===== src/design/abc_pkg.sv =====
// Shared codes, reset values and sizes for the affine byte cipher.
`default_nettype none

package abc_pkg;

    localparam int BYTE_W = 8;
    localparam int CFG_INDEX_W = 3;

    // Operating modes
    typedef enum logic [1:0] {
        MODE_CBC_ENC = 2'd0,
        MODE_CBC_DEC = 2'd1,
        MODE_CTR     = 2'd2,
        MODE_PASS    = 2'd3
    } mode_t;

    // Configuration register indexes
    localparam logic [CFG_INDEX_W-1:0] REG_MODE        = 3'd0;
    localparam logic [CFG_INDEX_W-1:0] REG_KEY_MULT    = 3'd1;
    localparam logic [CFG_INDEX_W-1:0] REG_KEY_ADD     = 3'd2;
    localparam logic [CFG_INDEX_W-1:0] REG_INIT_VECTOR = 3'd3;
    localparam logic [CFG_INDEX_W-1:0] REG_CTR_NONCE   = 3'd4;

    // Reset values
    localparam mode_t            MODE_RESET        = MODE_CBC_ENC;
    localparam logic [BYTE_W-1:0] KEY_MULT_RESET    = 8'd5;
    localparam logic [BYTE_W-1:0] KEY_ADD_RESET     = 8'd77;
    localparam logic [BYTE_W-1:0] INIT_VECTOR_RESET = 8'd170;
    localparam logic [BYTE_W-1:0] CTR_NONCE_RESET   = 8'd0;
    localparam logic [BYTE_W-1:0] INVERSE_RESET     = 8'd205;

    // Three Newton passes, two multiplies each, one multiply per cycle
    localparam int NEWTON_STEPS = 6;
    localparam int STEP_W = $clog2(NEWTON_STEPS);

endpackage : abc_pkg

`default_nettype wire


===== src/design/abc_inv.sv =====
// Multi-cycle inverse of the key multiplier modulo 256 by Newton iteration.
`default_nettype none

module abc_inv
    import abc_pkg::*;
(
    input  wire logic              clk,
    input  wire logic              rst_n,
    input  wire logic              start,
    input  wire logic [BYTE_W-1:0] mult,
    output logic                   busy,
    output logic      [BYTE_W-1:0] inverse
);

    logic [BYTE_W-1:0]   a_reg;
    logic [BYTE_W-1:0]   x_reg;
    logic [BYTE_W-1:0]   t_reg;
    logic [STEP_W-1:0]   step_reg;
    logic                busy_reg;
    logic [BYTE_W-1:0]   inv_reg;

    logic [BYTE_W-1:0]   op_l;
    logic [BYTE_W-1:0]   op_r;
    logic [2*BYTE_W-1:0] prod_full;
    logic [BYTE_W-1:0]   prod;
    logic                last_step;

    // Even steps form a*x, odd steps form x*(2 - a*x)
    always_comb
    begin
        if (step_reg[0] == 1'b0)
        begin
            op_l = a_reg;
            op_r = x_reg;
        end
        else
        begin
            op_l = x_reg;
            op_r = BYTE_W'(2) - t_reg;
        end
    end

    assign prod_full = op_l * op_r;
    assign prod      = prod_full[BYTE_W-1:0];
    assign last_step = (step_reg == STEP_W'(NEWTON_STEPS - 1));

    always_ff @(posedge clk or negedge rst_n)
    begin
        if (!rst_n)
        begin
            busy_reg <= 1'b0;
            step_reg <= '0;
            inv_reg  <= INVERSE_RESET;
        end
        else if (start)
        begin
            busy_reg <= 1'b1;
            step_reg <= '0;
        end
        else if (busy_reg)
        begin
            step_reg <= step_reg + STEP_W'(1);
            if (last_step)
            begin
                busy_reg <= 1'b0;
                // an even multiplier has no inverse: use zero
                inv_reg  <= a_reg[0] ? prod : '0;
            end
        end
    end

    always_ff @(posedge clk)
    begin
        if (start)
        begin
            a_reg <= mult;
            x_reg <= mult;
        end
        else if (busy_reg)
        begin
            if (step_reg[0] == 1'b0)
            begin
                t_reg <= prod;
            end
            else
            begin
                x_reg <= prod;
            end
        end
    end

    assign busy    = busy_reg;
    assign inverse = inv_reg;

endmodule : abc_inv

`default_nettype wire


===== src/design/affine_byte_cipher_cbc_ctr.sv =====
// Affine byte cipher top level: CBC encrypt, CBC decrypt and CTR over a byte stream.
`default_nettype none

// One byte is accepted per clock cycle while in_ready is high. The beat is held
// in an input register, then the cipher (one 8x8 multiply with an add and XOR
// either side) and the chaining or counter update complete combinationally into
// the result register, which a stalled consumer may hold while the next beat
// waits in the input register. A write to key_mult starts a computation of its
// inverse modulo 256 on a separate 8-bit multiplier; in_ready stays low while
// it is busy. An even key_mult gives an inverse of zero. Mode 3 passes data
// through unchanged.

module affine_byte_cipher_cbc_ctr
    import abc_pkg::*;
(
    input  wire logic                   clk,
    input  wire logic                   rst_n,
    // configuration
    input  wire logic                   cfg_we,
    input  wire logic [CFG_INDEX_W-1:0] cfg_index,
    input  wire logic [BYTE_W-1:0]      cfg_data,
    // input channel
    input  wire logic                   in_valid,
    output logic                        in_ready,
    input  wire logic [BYTE_W-1:0]      data_in,
    input  wire logic                   start_of_message,
    // output channel
    output logic                        out_valid,
    input  wire logic                   out_ready,
    output logic      [BYTE_W-1:0]      data_out
);

    // configuration registers
    mode_t             mode_reg;
    logic [BYTE_W-1:0] key_mult_reg;
    logic [BYTE_W-1:0] key_add_reg;
    logic [BYTE_W-1:0] init_vector_reg;
    logic [BYTE_W-1:0] ctr_nonce_reg;

    // cipher state
    logic [BYTE_W-1:0] chain_reg;
    logic [BYTE_W-1:0] idx_reg;

    // input and result registers
    logic              s1_valid_reg;
    logic [BYTE_W-1:0] s1_data_reg;
    logic              s1_start_reg;
    logic              out_valid_reg;
    logic [BYTE_W-1:0] out_data_reg;

    logic                inv_start;
    logic                inv_busy;
    logic [BYTE_W-1:0]   mult_inverse;

    logic                out_free;
    logic                s1_fire;
    logic                in_fire;

    logic [BYTE_W-1:0]   chain_eff;
    logic [BYTE_W-1:0]   idx_eff;
    logic [BYTE_W-1:0]   mul_a;
    logic [BYTE_W-1:0]   mul_x;
    logic [2*BYTE_W-1:0] prod_full;
    logic [BYTE_W-1:0]   prod;
    logic [BYTE_W-1:0]   affine;
    logic [BYTE_W-1:0]   result;
    logic [BYTE_W-1:0]   chain_next;
    logic [BYTE_W-1:0]   idx_next;

    assign inv_start = cfg_we && (cfg_index == REG_KEY_MULT);

    abc_inv u_inv (
        .clk     (clk),
        .rst_n   (rst_n),
        .start   (inv_start),
        .mult    (cfg_data),
        .busy    (inv_busy),
        .inverse (mult_inverse)
    );

    always_ff @(posedge clk or negedge rst_n)
    begin
        if (!rst_n)
        begin
            mode_reg        <= MODE_RESET;
            key_mult_reg    <= KEY_MULT_RESET;
            key_add_reg     <= KEY_ADD_RESET;
            init_vector_reg <= INIT_VECTOR_RESET;
            ctr_nonce_reg   <= CTR_NONCE_RESET;
        end
        else if (cfg_we)
        begin
            unique case (cfg_index)
                REG_MODE:        mode_reg        <= mode_t'(cfg_data[1:0]);
                REG_KEY_MULT:    key_mult_reg    <= cfg_data;
                REG_KEY_ADD:     key_add_reg     <= cfg_data;
                REG_INIT_VECTOR: init_vector_reg <= cfg_data;
                REG_CTR_NONCE:   ctr_nonce_reg   <= cfg_data;
                default:         ;  // drop writes to unknown indexes
            endcase
        end
    end

    // handshake
    assign out_free = !out_valid_reg || out_ready;
    assign s1_fire  = s1_valid_reg && out_free;
    assign in_ready = (!s1_valid_reg || out_free) && !inv_busy;
    assign in_fire  = in_valid && in_ready;

    // a start beat restarts chaining from the IV and the counter from zero
    assign chain_eff = s1_start_reg ? init_vector_reg : chain_reg;
    assign idx_eff   = s1_start_reg ? '0 : idx_reg;

    always_comb
    begin
        mul_a = key_mult_reg;
        mul_x = s1_data_reg ^ chain_eff;
        unique case (mode_reg)
            MODE_CBC_ENC: mul_x = s1_data_reg ^ chain_eff;
            MODE_CBC_DEC:
            begin
                mul_a = mult_inverse;
                mul_x = s1_data_reg - key_add_reg;
            end
            MODE_CTR:     mul_x = ctr_nonce_reg + idx_eff;
            MODE_PASS:    mul_x = s1_data_reg;
            default:      mul_x = s1_data_reg;
        endcase
    end

    assign prod_full = mul_a * mul_x;
    assign prod      = prod_full[BYTE_W-1:0];
    assign affine    = prod + key_add_reg;

    always_comb
    begin
        result     = s1_data_reg;
        chain_next = chain_eff;
        idx_next   = idx_eff;
        unique case (mode_reg)
            MODE_CBC_ENC:
            begin
                result     = affine;
                chain_next = affine;
            end
            MODE_CBC_DEC:
            begin
                result     = prod ^ chain_eff;
                chain_next = s1_data_reg;
            end
            MODE_CTR:
            begin
                result   = s1_data_reg ^ affine;
                idx_next = idx_eff + BYTE_W'(1);
            end
            MODE_PASS:    result = s1_data_reg;
            default:      result = s1_data_reg;
        endcase
    end

    always_ff @(posedge clk or negedge rst_n)
    begin
        if (!rst_n)
        begin
            s1_valid_reg  <= 1'b0;
            out_valid_reg <= 1'b0;
            chain_reg     <= '0;
            idx_reg       <= '0;
        end
        else
        begin
            if (in_fire)
            begin
                s1_valid_reg <= 1'b1;
            end
            else if (s1_fire)
            begin
                s1_valid_reg <= 1'b0;
            end

            if (s1_fire)
            begin
                out_valid_reg <= 1'b1;
                chain_reg     <= chain_next;
                idx_reg       <= idx_next;
            end
            else if (out_ready)
            begin
                out_valid_reg <= 1'b0;
            end
        end
    end

    always_ff @(posedge clk)
    begin
        if (in_fire)
        begin
            s1_data_reg  <= data_in;
            s1_start_reg <= start_of_message;
        end
        if (s1_fire)
        begin
            out_data_reg <= result;
        end
    end

    assign out_valid = out_valid_reg;
    assign data_out  = out_data_reg;

    // a key_mult write blocks input until its inverse is ready
    assert property (@(posedge clk) disable iff (!rst_n)
        (cfg_we && (cfg_index == REG_KEY_MULT)) |=> !in_ready)
    else $error("input taken while the multiplier inverse is being computed");

    // once settled, the inverse matches the multiplier
    assert property (@(posedge clk) disable iff (!rst_n)
        !inv_busy |-> (key_mult_reg[0] ? (8'(key_mult_reg * mult_inverse) == 8'd1)
                                       : (mult_inverse == '0)))
    else $error("multiplier inverse does not match key_mult");

    // CBC encrypt chains on the ciphertext it just produced
    assert property (@(posedge clk) disable iff (!rst_n)
        (s1_fire && (mode_reg == MODE_CBC_ENC)) |=> (chain_reg == data_out))
    else $error("CBC encrypt chaining byte differs from the ciphertext");

    // a CTR start beat leaves the counter at one
    assert property (@(posedge clk) disable iff (!rst_n)
        (s1_fire && s1_start_reg && (mode_reg == MODE_CTR)) |=> (idx_reg == 8'd1))
    else $error("CTR counter not restarted on a start beat");

endmodule : affine_byte_cipher_cbc_ctr

`default_nettype wire

===== config.mk =====
export PLATFORM = sky130hd
export DESIGN_NAME = affine_byte_cipher_cbc_ctr
export DESIGN_NICKNAME = d
export VERILOG_FILES = /design/src/design/abc_pkg.sv /design/src/design/abc_inv.sv /design/src/design/affine_byte_cipher_cbc_ctr.sv
export SDC_FILE = /design/constraint.sdc
export NUM_CORES = 1
export LEC_CHECK = 0
export BUFFER_PORTS_ARGS = -buffer_cell sky130_fd_sc_hd__buf_2
export CORE_UTILIZATION = 40
export CTS_CLUSTER_SIZE = 10
export DETAILED_ROUTE_END_ITERATION = 8
export GPL_TIMING_DRIVEN = 0
export PLACE_DENSITY = 0.67
export SLEW_MARGIN = 20
export SYNTH_ARGS = -nofsm -noshare
export SYNTH_HDL_FRONTEND = slang
export SYNTH_SLANG_ARGS = --single-unit

===== constraint.sdc =====
create_clock -name clk -period 6.8 [get_ports clk]
set_input_delay 0.34 -clock clk [delete_from_list [all_inputs] [get_ports clk]]
set_output_delay 0.34 -clock clk [all_outputs]
set_load 0.01 [all_outputs]

==> impl_metrics.tcl <==
set metrics [dict create \
    status "complete, no violations" \
    vias 6103 \
    final_util_pct 47.3 \
    synth_edf_count 41 \
    synthTopCellsByArea "edfxtp_1 16%, dfrtp_1 16%, ha_1 8.8%" \
    synthTopCellsByCount "120 x nand2_1, 88 x nor2_1, 62 x inv_1" \
    top_layer_used "met4" \
    drv_slew 0 \
    grt_pass1_wl_mm 31.1 \
    path_max_fanout 10 \
    yosysMostFrequentCell "nand2_1" \
    wl_met1_mm 9.03 \
    numCtsBuffers 9 \
    io_buffer_count 33 \
    yosysUniqueCellTypes 64 \
    ys.warnings.count 0 \
    cts.clk_slew.worst_paths_ns 0.08 \
    place.gp.congestion 0.902 \
    clock_path_buffers 2 \
    drcViolationCount 0 \
    synth_top_area_share_pct 15.7 \
    async_reset_ff_share_pct 61.0 \
    slew_headroom_pct 44.2 \
    drt_pass1_iterations 5 \
    netlist_instances 838 \
    min_period_ns 6.44 \
    ant_nets 0 \
    syn_area_um2 7850 \
    finalCritPeriodShare_pct 94.7 \
    cap_violations 0 \
    worst_pin_slew_ns 0.814 \
    diodes 0 \
    critical_path.slowest_cell "fa_1" \
    die_h_um 142 \
    grtUsageTotal_pct 20.2 \
    die_area_um2 20200 \
    clockRootBuffer "clkbuf_16" \
    clk_latency_ns 0.37 \
    setup_viol 0 \
    routed_wl_mm 19.7 \
    row_count 50 \
    syn-num-nets 944 \
    path_class "flop to flop" \
    final_hold_viol_count 0 \
    synth_seq_area_share_pct 36.3 \
    crit_path_end_kind "flop" \
    antenna_found_initial 0 \
    vias_per_cell 5.27 \
    grt_overflow_total 0 \
    fill_cells 1815 \
    wl_met2_mm 9.20 \
    synth_top_area_cell "edfxtp_1" \
    cts.sink_count 105 \
    ioPinCount 35 \
    die_x_um 142 \
    synth-main-ff-cell "dfrtp_1" \
    syn_to_final_growth_pct 14.3 \
    core_um2 19000 \
    nets 998 \
    grt_max_degree 48 \
    max_freq_ghz 0.155 \
    arrival_ns 6.55 \
    place_hpwl_mm 14.8 \
    startpoint_type "flop" \
    grt_pass1_vias 5993 \
    avgSynthCellArea_um2 9.36 \
    initialDrtViolationCount 374 \
    wl_met3_um 917 \
    finClkSkew_ns 0.0129 \
    start_util_pct 41.4 \
    rsz0062_at_grt "false" \
    avgRoutedWirePerCell_um 17.1 \
    cp.required_ns 6.92 \
    ys_ff_latch 105 \
    cts_tree "built" \
    timing.hold.ws_ns 0.143 \
    cpPeakStageDelay_ns 0.52 \
    h-tree-depth 3 \
    drive_gt1_share_pct 16.7 \
    hold_path_class "primary input to flop" \
]
## placed cells by master, fill, tap and decap left out, drive strengths merged, types with 11 or more instances in the layout
cell type	Yosys	layout
a21oi	40	40
mux2i	24	24
edfxtp	41	41
nand2	120	120
ha	55	55
dfstp	15	15
nor2b	19	19
a21o	11	11
fa	26	26
nor2	88	88
buf	8	50
dfrtp	49	49
o21ai	63	63
xor2	18	18
clkbuf	21	30
xnor2	51	51
inv	62	66
mux2	23	23
## routing by layer
metal / vias up / GRT usage (%)
li1: 2969 / -
met5: - / 0
met4: 0 / 8.21
met1: 2924 / 26.5
met2: 174 / 33.6
met3: 36 / 2.79
## cell type report
| cell class | count | area (um^2) | area share [%] |
|---|---|---|---|
| Buffer | 28 | 138 | 1.53 |
| Timing Repair Buffer | 44 | 273 | 3.04 |
| Clock inverter | 7 | 71.3 | 0.795 |
| Multi-Input combinational cell | 642 | 4850 | 54.1 |
| Tap cell | 260 | 325 | 3.63 |
| Clock buffer | 9 | 225 | 2.51 |
| Inverter | 62 | 233 | 2.60 |
| Sequential cell | 105 | 2850 | 31.8 |
## through the flow
stage | cell area, um^2 | setup TNS, ns | worst slack (ns) | cells
2_1_floorplan | 7850 | 0 | 0.0805 | 838
3_3_place_gp | 8340 | -1.76 | -0.699 | 1131
3_5_place_dp | 8380 | -1.90 | -0.741 | 1132
4_1_cts | 8820 | 0 | 0.0102 | 1153
5_1_grt | 8970 | 0 | 0.0534 | 1157
6_report | 8970 | 0 | 0.362 | 1157
## cell families after synthesis
kind of cell	after synthesis	share of synthesized area [%]
buf+inv	91	4.51
simple gates	274	15.2
flops	105	36.3
mux	48	6.81
xor+xnor	72	8.67
compound gates	166	12.9
fa+ha+maj	82	15.5
## worst max-delay path, delay by kind of cell (launching register included)
kind                     cells  cell delay [ns]
adder cells (fa/ha/maj)      7             2.10
XOR/XNOR                     7             1.34
AO/OA/AOI/OAI                7             1.25
buffers and inverters        5             0.60
AND/OR/NAND/NOR              4             0.49
flip-flops                   1             0.41
## worst paths after layout
kind                                       start               to  slack, ns  cells after the start
worst min register to register   key_mult_reg[0]  key_mult_reg[0]       0.48                      2
min in group asynchronous                  rst_n       idx_reg[5]       0.38                      2
worst max register to register      s1_start_reg      data_out[7]       0.36                     30
worst min-delay path            start_of_message     s1_start_reg       0.14                      1
worst max-delay path                s1_start_reg      data_out[7]       0.36                     30
max in group asynchronous                  rst_n  key_mult_reg[2]       5.83                      3
## what timing repair did
item | CTS | global route
hold buffers | 1 | 0
endpoints found under the hold margin | 17 | 0
endpoints found under the setup margin | 5 | 3
pin swaps | 13 | 11
setup buffers | 4 | 5
resized for setup | 20 | 25
Power is not shown: default switching activity piles up to over one toggle a cycle in this logic, so the estimate is an artifact.
